===== src/sv/bounded_xorshift_random_assert.svh =====
// Assertion macros for the bounded xorshift random source.
// Needs clk and rst_n in scope wherever a macro is used.
`ifndef BOUNDED_XORSHIFT_RANDOM_ASSERT_SVH
`define BOUNDED_XORSHIFT_RANDOM_ASSERT_SVH

// Same-cycle implication, held off during reset.
`define BXR_ASSERT_NOW(lbl, ante, cons, msg) \
    lbl: assert property (@(posedge clk) disable iff (!rst_n) (ante) |-> (cons)) \
        else $error(msg);

// Next-cycle implication, held off during reset.
`define BXR_ASSERT_NEXT(lbl, ante, cons, msg) \
    lbl: assert property (@(posedge clk) disable iff (!rst_n) (ante) |=> (cons)) \
        else $error(msg);

`endif


===== src/sv/bxr_pkg.sv =====
// Shared constants and controller/datapath interface types.
// No dependencies.
package bxr_pkg;

    localparam int unsigned BoundW = 63;
    localparam int unsigned WordW  = 64;
    localparam int unsigned CntW   = 6;

    localparam logic [WordW-1:0] GoldenConst = 64'h9E37_79B9_7F4A_7C15;
    localparam logic [WordW-1:0] OutMult     = 64'd2685821657736338717;
    localparam int unsigned      ShiftA      = 12;
    localparam int unsigned      ShiftB      = 25;
    localparam int unsigned      ShiftC      = 27;

    localparam logic [1:0] MulLoLo = 2'd0;
    localparam logic [1:0] MulLoHi = 2'd1;
    localparam logic [1:0] MulHiLo = 2'd2;

    typedef struct packed {
        logic       load_bound;
        logic       div_start;
        logic       div_src_draw;
        logic       div_step;
        logic       set_limit;
        logic       xs_step;
        logic       mul_en;
        logic [1:0] mul_sel;
        logic       load_out;
    } bxr_cmd_t;

    typedef struct packed {
        logic bound_zero;
        logic reject;
        logic state_zero;
    } bxr_stat_t;

endpackage


===== src/sv/bxr_dp.sv =====
// Datapath: generator state, shared 32x32 multiplier, serial remainder unit.
// Depends on bxr_pkg.
module bxr_dp
    import bxr_pkg::*;
(
    input  logic              clk,
    input  logic              rst_n,
    input  logic [BoundW-1:0] bound,
    input  logic              seed_we,
    input  logic [WordW-1:0]  seed,
    input  bxr_cmd_t          cmd,
    output bxr_stat_t         stat,
    output logic [BoundW-1:0] value,
    output logic              bad_bound
);

    logic [WordW-1:0]  state_reg, state_next;
    logic [BoundW-1:0] bound_reg;
    logic [WordW-1:0]  limit_reg;
    logic [WordW-1:0]  draw_reg;
    logic [WordW-1:0]  rem_reg;
    logic [WordW-1:0]  dvd_reg;
    logic [BoundW-1:0] value_reg;
    logic              bad_reg;

    logic [WordW-1:0]  xs_a, xs_b, xs_c, xs_in;
    logic [31:0]       mul_a, mul_b;
    logic [WordW-1:0]  prod;
    logic [WordW-1:0]  rem_sh;
    logic [WordW-1:0]  bound_ext;

    // xorshift step, zero state replaced by the golden constant
    always_comb
    begin
        xs_in = (state_reg == '0) ? GoldenConst : state_reg;
        xs_a  = xs_in ^ (xs_in >> ShiftA);
        xs_b  = xs_a ^ (xs_a << ShiftB);
        xs_c  = xs_b ^ (xs_b >> ShiftC);
    end

    always_comb
    begin
        state_next = state_reg;
        if (seed_we)
            state_next = (seed != '0) ? seed : GoldenConst;
        else if (cmd.xs_step)
            state_next = xs_c;
    end

    always_ff @(posedge clk or negedge rst_n)
    begin
        if (!rst_n)
            state_reg <= GoldenConst;
        else
            state_reg <= state_next;
    end

    // one 32x32 partial product per cycle; only the low 64 bits are kept
    always_comb
    begin
        mul_a = state_reg[31:0];
        mul_b = OutMult[31:0];
        unique case (cmd.mul_sel)
            MulLoLo: begin mul_a = state_reg[31:0];  mul_b = OutMult[31:0];  end
            MulLoHi: begin mul_a = state_reg[31:0];  mul_b = OutMult[63:32]; end
            MulHiLo: begin mul_a = state_reg[63:32]; mul_b = OutMult[31:0];  end
            default: begin mul_a = state_reg[31:0];  mul_b = OutMult[31:0];  end
        endcase
        prod = 64'(mul_a) * 64'(mul_b);
    end

    assign bound_ext = {1'b0, bound_reg};
    assign rem_sh    = {rem_reg[WordW-2:0], dvd_reg[WordW-1]};

    always_ff @(posedge clk)
    begin
        if (cmd.load_bound)
            bound_reg <= bound;
        if (cmd.mul_en)
        begin
            if (cmd.mul_sel == MulLoLo)
                draw_reg <= prod;
            else
                draw_reg <= draw_reg + {prod[31:0], 32'd0};
        end
        if (cmd.div_start)
        begin
            rem_reg <= '0;
            dvd_reg <= cmd.div_src_draw ? draw_reg : '1;
        end
        else if (cmd.div_step)
        begin
            rem_reg <= (rem_sh >= bound_ext) ? (rem_sh - bound_ext) : rem_sh;
            dvd_reg <= {dvd_reg[WordW-2:0], 1'b0};
        end
        // limit = all ones minus (all ones mod bound)
        if (cmd.set_limit)
            limit_reg <= ~rem_reg;
        if (cmd.load_out)
        begin
            value_reg <= (bound_reg == '0) ? '0 : rem_reg[BoundW-1:0];
            bad_reg   <= (bound_reg == '0);
        end
    end

    assign stat.bound_zero = (bound_reg == '0);
    assign stat.reject     = (draw_reg >= limit_reg);
    assign stat.state_zero = (state_reg == '0);
    assign value           = value_reg;
    assign bad_bound       = bad_reg;

endmodule


===== src/sv/bxr_ctrl.sv =====
// Sequencer for limit computation, draws, rejection and result hand-off.
// Depends on bxr_pkg.
module bxr_ctrl
    import bxr_pkg::*;
(
    input  logic      clk,
    input  logic      rst_n,
    input  logic      in_valid,
    output logic      in_ready,
    output logic      out_valid,
    input  logic      out_ready,
    input  bxr_stat_t stat,
    output bxr_cmd_t  cmd
);

    localparam logic [3:0] S_IDLE  = 4'd0;
    localparam logic [3:0] S_START = 4'd1;
    localparam logic [3:0] S_LDIV  = 4'd2;
    localparam logic [3:0] S_LIM   = 4'd3;
    localparam logic [3:0] S_XS    = 4'd4;
    localparam logic [3:0] S_M0    = 4'd5;
    localparam logic [3:0] S_M1    = 4'd6;
    localparam logic [3:0] S_M2    = 4'd7;
    localparam logic [3:0] S_CHK   = 4'd8;
    localparam logic [3:0] S_DDIV  = 4'd9;
    localparam logic [3:0] S_DONE  = 4'd10;

    logic [3:0]      st_reg, st_next;
    logic [CntW-1:0] cnt_reg, cnt_next;
    logic            ov_reg, ov_next;
    logic            cnt_last;

    assign cnt_last = (cnt_reg == '1);

    always_comb
    begin
        st_next  = st_reg;
        cnt_next = cnt_reg;
        cmd      = '0;
        in_ready = 1'b0;
        unique case (st_reg)
            S_IDLE:
            begin
                in_ready = 1'b1;
                if (in_valid)
                begin
                    cmd.load_bound = 1'b1;
                    st_next        = S_START;
                end
            end
            S_START:
            begin
                if (stat.bound_zero)
                    st_next = S_DONE;
                else
                begin
                    cmd.div_start = 1'b1;
                    cnt_next      = '0;
                    st_next       = S_LDIV;
                end
            end
            S_LDIV:
            begin
                cmd.div_step = 1'b1;
                cnt_next     = cnt_reg + 1'b1;
                if (cnt_last)
                    st_next = S_LIM;
            end
            S_LIM:
            begin
                cmd.set_limit = 1'b1;
                st_next       = S_XS;
            end
            S_XS:
            begin
                cmd.xs_step = 1'b1;
                st_next     = S_M0;
            end
            S_M0:
            begin
                cmd.mul_en  = 1'b1;
                cmd.mul_sel = MulLoLo;
                st_next     = S_M1;
            end
            S_M1:
            begin
                cmd.mul_en  = 1'b1;
                cmd.mul_sel = MulLoHi;
                st_next     = S_M2;
            end
            S_M2:
            begin
                cmd.mul_en  = 1'b1;
                cmd.mul_sel = MulHiLo;
                st_next     = S_CHK;
            end
            S_CHK:
            begin
                if (stat.reject)
                    st_next = S_XS;
                else
                begin
                    cmd.div_start    = 1'b1;
                    cmd.div_src_draw = 1'b1;
                    cnt_next         = '0;
                    st_next          = S_DDIV;
                end
            end
            S_DDIV:
            begin
                cmd.div_step = 1'b1;
                cnt_next     = cnt_reg + 1'b1;
                if (cnt_last)
                    st_next = S_DONE;
            end
            S_DONE:
            begin
                if (!ov_reg || out_ready)
                begin
                    cmd.load_out = 1'b1;
                    st_next      = S_IDLE;
                end
            end
            default:
                st_next = S_IDLE;
        endcase
    end

    always_comb
    begin
        ov_next = ov_reg;
        if (cmd.load_out)
            ov_next = 1'b1;
        else if (out_ready)
            ov_next = 1'b0;
    end

    always_ff @(posedge clk or negedge rst_n)
    begin
        if (!rst_n)
        begin
            st_reg  <= S_IDLE;
            cnt_reg <= '0;
            ov_reg  <= 1'b0;
        end
        else
        begin
            st_reg  <= st_next;
            cnt_reg <= cnt_next;
            ov_reg  <= ov_next;
        end
    end

    assign out_valid = ov_reg;

endmodule


===== src/sv/bounded_xorshift_random.sv =====
// Top level of the bounded xorshift64* random source.
// Depends on bxr_pkg, bxr_ctrl, bxr_dp and bounded_xorshift_random_assert.svh.
//
//   channel | handshake           | word
//   --------+---------------------+----------------------------
//   in      | in_valid / in_ready | bound [62:0]
//   out     | out_valid/out_ready | value [62:0], bad_bound
//   seed    | seed_we             | seed [63:0], no wait
//
// A word forms the rejection limit on the serial remainder unit (start, remainder
// steps, limit set), then draws (state step, three 32x32 partial products, limit
// compare) until one is accepted, and takes the final remainder on the same unit.
// A zero bound skips the limit, draws and remainder and goes to the hand-off.
// Reset loads the golden constant into the generator state and empties the
// output register. A finished word waits in the output register; the next
// bound is taken meanwhile and processed up to the hand-off, where it holds.
`include "bounded_xorshift_random_assert.svh"

module bounded_xorshift_random
    import bxr_pkg::*;
(
    input  logic              clk,
    input  logic              rst_n,
    input  logic              in_valid,
    output logic              in_ready,
    input  logic [BoundW-1:0] bound,
    output logic              out_valid,
    input  logic              out_ready,
    output logic [BoundW-1:0] value,
    output logic              bad_bound,
    input  logic              seed_we,
    input  logic [WordW-1:0]  seed
);

    bxr_cmd_t  cmd;
    bxr_stat_t stat;

    // Sequence the work: limit, draw loop with rejection, remainder, hand-off
    bxr_ctrl u_ctrl (
        .clk       (clk),
        .rst_n     (rst_n),
        .in_valid  (in_valid),
        .in_ready  (in_ready),
        .out_valid (out_valid),
        .out_ready (out_ready),
        .stat      (stat),
        .cmd       (cmd)
    );

    // Hold generator state, partial-product accumulator and remainder unit
    bxr_dp u_dp (
        .clk       (clk),
        .rst_n     (rst_n),
        .bound     (bound),
        .seed_we   (seed_we),
        .seed      (seed),
        .cmd       (cmd),
        .stat      (stat),
        .value     (value),
        .bad_bound (bad_bound)
    );

    // a zero bound always reports a zero value
    `BXR_ASSERT_NOW(a_bad_zero, out_valid && bad_bound, value == '0, "bad bound with nonzero value")
    // never overwrite a word still waiting on the output
    `BXR_ASSERT_NOW(a_no_overrun, cmd.load_out, !out_valid || out_ready, "output word overrun")
    // the generator state must never collapse to zero
    `BXR_ASSERT_NEXT(a_state_live, 1'b1, !stat.state_zero, "generator state reached zero")

endmodule


===== config.mk =====
export PLATFORM = sky130hd
export DESIGN_NAME = bounded_xorshift_random
export DESIGN_NICKNAME = d
export VERILOG_FILES = /design/src/sv/bxr_pkg.sv /design/src/sv/bxr_dp.sv /design/src/sv/bxr_ctrl.sv /design/src/sv/bounded_xorshift_random.sv
export VERILOG_INCLUDE_DIRS = /design/src /design/src/sv
export SDC_FILE = /design/constraint.sdc
export NUM_CORES = 2
export LEC_CHECK = 0
export BUFFER_PORTS_ARGS = -buffer_cell sky130_fd_sc_hd__buf_2
export CORE_MARGIN = 1
export CORE_UTILIZATION = 55
export DETAILED_ROUTE_END_ITERATION = 10
export GPL_TIMING_DRIVEN = 1
export PLACE_DENSITY = 0.71
export SYNTH_ARGS = -nofsm -noshare
export SYNTH_HDL_FRONTEND = slang
export SYNTH_SLANG_ARGS = --single-unit

===== constraint.sdc =====
create_clock -name clk -period 15.46 [get_ports clk]
set_clock_uncertainty 0.15 [all_clocks]
set_input_delay 3.865 -clock clk [delete_from_list [all_inputs] [get_ports clk]]
set_output_delay 3.865 -clock clk [all_outputs]
set_load 0.005 [all_outputs]

# Word level (Yosys, flattened, before mapping)
# Index checks and enable logic that the tools add are counted.
# op_classes
n_mul	1
n_eq_ne	19
bitwise_logic	4
order_cmp	2
add_sub_neg	3
reduce_logical	14
muxes	36
# op_table
operator	count
64-bit two-way mux	9
64-bit adder	1
64-bit by 63-bit >= comparator with 1-bit output	1
64-bit >= comparator	1
64-bit logical NOT	1
32-bit by 32-bit multiplier with 64-bit output	1
64-bit inverter	1
64-bit nonzero test	1
64-bit by 63-bit subtractor with 64-bit output	1
64-bit by 37-bit XOR with 64-bit output	1
64-bit by 52-bit XOR with 64-bit output	1
64-bit XOR	1
63-bit logical NOT	1
4-bit one-hot mux with 11 select lines	1
32-bit two-way mux	1
31-bit two-way mux	1
4-bit two-way mux	6
6-bit one-hot mux with 3 select lines	1
4-bit by 3-bit equality test with 1-bit output (second input constant)	4
4-bit equality test (second input constant)	3
1-bit two-way mux	12
6-bit two-way mux	2
3-bit one-hot mux with 3 select lines	1
4-bit by 2-bit equality test with 1-bit output (second input constant)	2
18 further kinds	24
# word_totals
reg_bits	458
in_bits	132
elab_cells	90

# Logic depth before layout (Yosys ltp)
# logic_depth
depth_word	7
depth_mapped	41

# By module
# From an unflattened synthesis, not the netlist that was laid out.
# hier_totals
cells_unflattened	5170
area_unflattened_um2	50758.7
# by_module_without_submodules
mod	cells_each	area_each_um2	n_inst
bxr_dp	5079	49984.2	1
bxr_ctrl	91	774.5	1

# Least setup slack after synthesis
# OpenSTA, ideal clock, no wires.
# synth_timing
kind	register to register
start	register u_ctrl.st_reg[3]
end	register u_dp.draw_reg[62], data pin
period_less_slack_ns	9.595
required_time_ns	15.043
arrival_ns	9.177
path_stages_with_launch	35
setup_slack_ns	5.865
path_cell_list	dfrtp_1 clkbuf_1 nor2b_1 nand3_1 clkbuf_1 buf_1 mux2i_1 inv_1 nand2_1 inv_1 fa_1 fa_1 fa_1 fa_1 inv_1 fa_1 inv_1 fa_1 fa_1 fa_1 ha_1 nand2_1 o21ai_0 nor2_1 and4_1 or2_2 xnor2_1 ha_1 a21o_1 a21oi_1 o31ai_1 a211oi_1 a21oi_1 xnor2_1 mux2i_1
# synth_between
elab_chain_len	7
elab_cells_between_ends	12
classes_between	add/sub (1); mul (1); eq/ne (5); mux (4); reduce/logical (1)
# synth_rtl
item	line_no	rtl
from (decl)	bxr_ctrl.sv:28	logic [3:0] st_reg, st_next;
from (signal assigned)	bxr_ctrl.sv:148	st_reg <= st_next;
4-bit by 3-bit equality test with 1-bit output	bxr_ctrl.sv:41	unique case (st_reg)
3-bit one-hot mux with 3 select lines (*)	bxr_ctrl.sv:41	
2-bit equality test or 2-bit by 1-bit equality test with 1-bit output (tied branches)	bxr_dp.sv:63	unique case (cmd.mul_sel)
32-bit two-way mux or 31-bit two-way mux (tied branches)	bxr_dp.sv:63	
32-bit by 32-bit multiplier with 64-bit output	bxr_dp.sv:69	prod = 64'(mul_a) * 64'(mul_b);
64-bit adder	bxr_dp.sv:84	draw_reg <= draw_reg + {prod[31:0], 32'd0};
64-bit two-way mux (*)	bxr_dp.sv:81	if (cmd.mul_sel == MulLoLo)
to (signal assigned)	bxr_dp.sv:82	draw_reg <= prod;
to (signal assigned)	bxr_dp.sv:84	
to (decl)	bxr_dp.sv:20	logic [WordW-1:0] draw_reg;
# Mark *: on every way between the ends. The rest lies on a longest branch, timed or not.
# A chain may end at the register's enable or synchronous reset.

# Final worst setup path
# layout_timing
start	register u_ctrl.st_reg[2]
end	register u_dp.draw_reg[63], data pin
# Same word-level chain as after synthesis.

==> impl_metrics.toml <==
[run_status]
status = "complete, no violations"

[worst_hold_path]
hold_class = "register to register"
holdPathStages = 1
holdPathEnd = "u_dp.limit_reg[63]"
worstHoldStart = "u_dp.rem_reg[63]"

[critical_path]
reg2reg_depth = 36
path_class = "register to register"
end_kind = "register"
reg2reg_slack_ps = 4170
cp_slowest_cell = "mux2i_1"
path_max_fanout = 33
cp.arrival_ps = 11530
startpoint_type = "register"
regToRegStartpoint = "u_ctrl.st_reg[2]"
critPathRequiredTime_ps = 15690
r2r-end = "u_dp.draw_reg[63]"
cpPeakStageDelay_ps = 900

[cells_and_area]
final_util_pct = 60.0
fin_nets = 6638
area_growth_pct = 7.83
n_antenna_cell = 0
layout-drive-gt1-share_pct = 7.85
fillers = 7730

[synthesis]
yosysUniqueCellTypes = 93
yosys.area.top_type = "fa_1"
netlist_top_cells_count = "inv_1, ha_1, fa_1"
ys_ff_latch = 458
ys_warn_count = 0
ys.flop_type = "edfxtp_1"
yosys.cell_count.top_type = "inv_1"
synth_cells = 5219
async_reset_ff_share_pct = 16.4
synth.area.top_cells = "fa_1, edfxtp_1, ha_1"
seq_area_frac_synth_pct = 25.5
synth.avg_cell_area_um2 = 9.61
synth_top_area_share_pct = 23.0
syn_area_um2 = 50200
synth_edf_count = 319

[timing]
maxSlewViolCount = 0
rsz0062_at_grt = "false"
final-hold-violation-count = 0
finalSetupTns_ps = 0
relSlewSlack_pct = 25.9
worst_pin_slew_ps = 1110
timing.fmax_mhz = 88.6
setup_viol = 0
min_period_ps = 11290
period_share_pct = 73.0

[clocking]
clk_path_buf_depth = 3
clk_pin_slew_ps = 60
cts_tree = "done"
cts_max_level = 2
cts_resized = 0
clk_latency_ps = 650
cts_root_buf = "clkbuf_16"
cts_made_buffers = 51
cts_hold_buf = 0
post-cts-setup-buffers = 0
cts_sinks = 458

[global_routing]
grt_pass1_vias = 38300
grt_overflow = 0
grtUsageTotal_pct = 31.6
grt_max_degree = 77
antenna_found_initial = 1
grt_first_pass_wirelength_um = 224000

[detailed_routing]
drtAntennaViolNets = 0
route.detailed.wl_per_inst_um = 21.9
routed_wl_um = 144000
vias_per_cell = 5.66
drc = 0
vias = 37200
dr.pass1.iters = 5
dr.first_iter.drc_count = 2876

[floorplan]
rows = 110
die_area_um2 = 92400
die_h_um = 304
coreArea_um2 = 90100
chipWidth_um = 304
initial_core_util_pct = 55.7
ioPinCount = 198

[flow_run]
max_cap_viol_count = 0

[place]
routabilityCongestion = 1.01
place.port_buffers = 197
place_hpwl_um = 120000
## layer usage
layer	wire length [µm]	global-route usage, %	share of wire (%)	vias to the layer above
met2	68900	52.7	48	1314
li1	-	-	-	17400
met1	59200	41.1	41	18100
met5	13	0	0.0090	-
met3	8570	4.54	6.0	327
met4	7220	14.0	5.0	2
## worst max path at each step
stage / cells after the start / to / startpoint / slack, ps
5_1_grt: 36 / u_dp.draw_reg[63] / u_ctrl.st_reg[2] / 3590
6_report: 36 / u_dp.draw_reg[63] / u_ctrl.st_reg[2] / 4170
2_1_floorplan: 34 / u_dp.draw_reg[62] / u_ctrl.st_reg[3] / 5870
4_1_cts: 34 / u_dp.draw_reg[62] / u_ctrl.st_reg[2] / 4300
3_5_place_dp: 36 / u_dp.draw_reg[63] / u_ctrl.st_reg[2] / 4340
3_3_place_gp: 36 / u_dp.draw_reg[63] / u_ctrl.st_reg[2] / 4700
## cell usage in the layout (no fill, tap or decap), types with 18 or more instances in the layout
| cell type | instances |
|---|---|
| o22a_1 | 18 |
| a22oi_1 | 18 |
| o21ai_1 | 26 |
| nor2b_1 | 22 |
| o22ai_1 | 47 |
| nor4_1 | 52 |
| nor2_1 | 438 |
| conb_1 | 34 |
| a21oi_1 | 314 |
| a31oi_1 | 20 |
| o21a_1 | 24 |
| nand2_1 | 308 |
| inv_1 | 1015 |
| dfxtp_1 | 64 |
| dfstp_2 | 38 |
| ha_1 | 581 |
| o21bai_1 | 30 |
| a21o_1 | 88 |
| buf_2 | 196 |
| nor3_1 | 40 |
| nand4_1 | 54 |
| mux2i_1 | 43 |
| xnor2_1 | 195 |
| o21ai_0 | 203 |
| fa_1 | 577 |
| xor2_1 | 96 |
| dfrtp_1 | 37 |
| and2_1 | 49 |
| nand2b_1 | 23 |
| edfxtp_1 | 319 |
| clkbuf_16 | 52 |
| nand3_1 | 49 |
| buf_4 | 41 |
## kinds of logic after synthesis
kind of cell	share of synthesized area, %
flip-flops	25.5
XOR/XNOR	5.08
adder cells (fa/ha/maj)	37.5
AO/OA/AOI/OAI	11.5
buffers and inverters	9.15
AND/OR/NAND/NOR	10.2
multiplexers	1.15
other	0.00747
## through the flow
stage          instances  setup WS (ps)  cell area [µm²]  hold WS, ps
3_5_place_dp        6471           4340            52400          288
6_report            6567           4170            54100          311
5_1_grt             6567           3590            54100          328
3_3_place_gp        6471           4700            52400          286
4_1_cts             6567           4300            54100          315
2_1_floorplan       5252           5870            50300          274
## critical path, delay by kind of cell, from the launching register on
kind            cells  cell delay (ps)
compound gates      8             1890
xor+xnor            3              840
fa+ha+maj          10             3920
buf+inv             3             1110
flops               1              500
mux                 1              900
simple gates       11             1650
## area by class of cell
| cell class | count | area, µm² | area share [%] |
|---|---|---|---|
| clock inverters | 29 | 320 | 0.592 |
| multi-input cells | 3584 | 33000 | 61.0 |
| clock buffers | 67 | 1430 | 2.64 |
| well taps | 1176 | 1470 | 2.72 |
| inverters | 1016 | 3820 | 7.05 |
| repair buffers | 237 | 1290 | 2.38 |
| flip-flops and latches | 458 | 12800 | 23.6 |
Power is left out: the tool's default activity adds up to more than one toggle a clock period on the data nets, which glitch-free logic cannot reach.
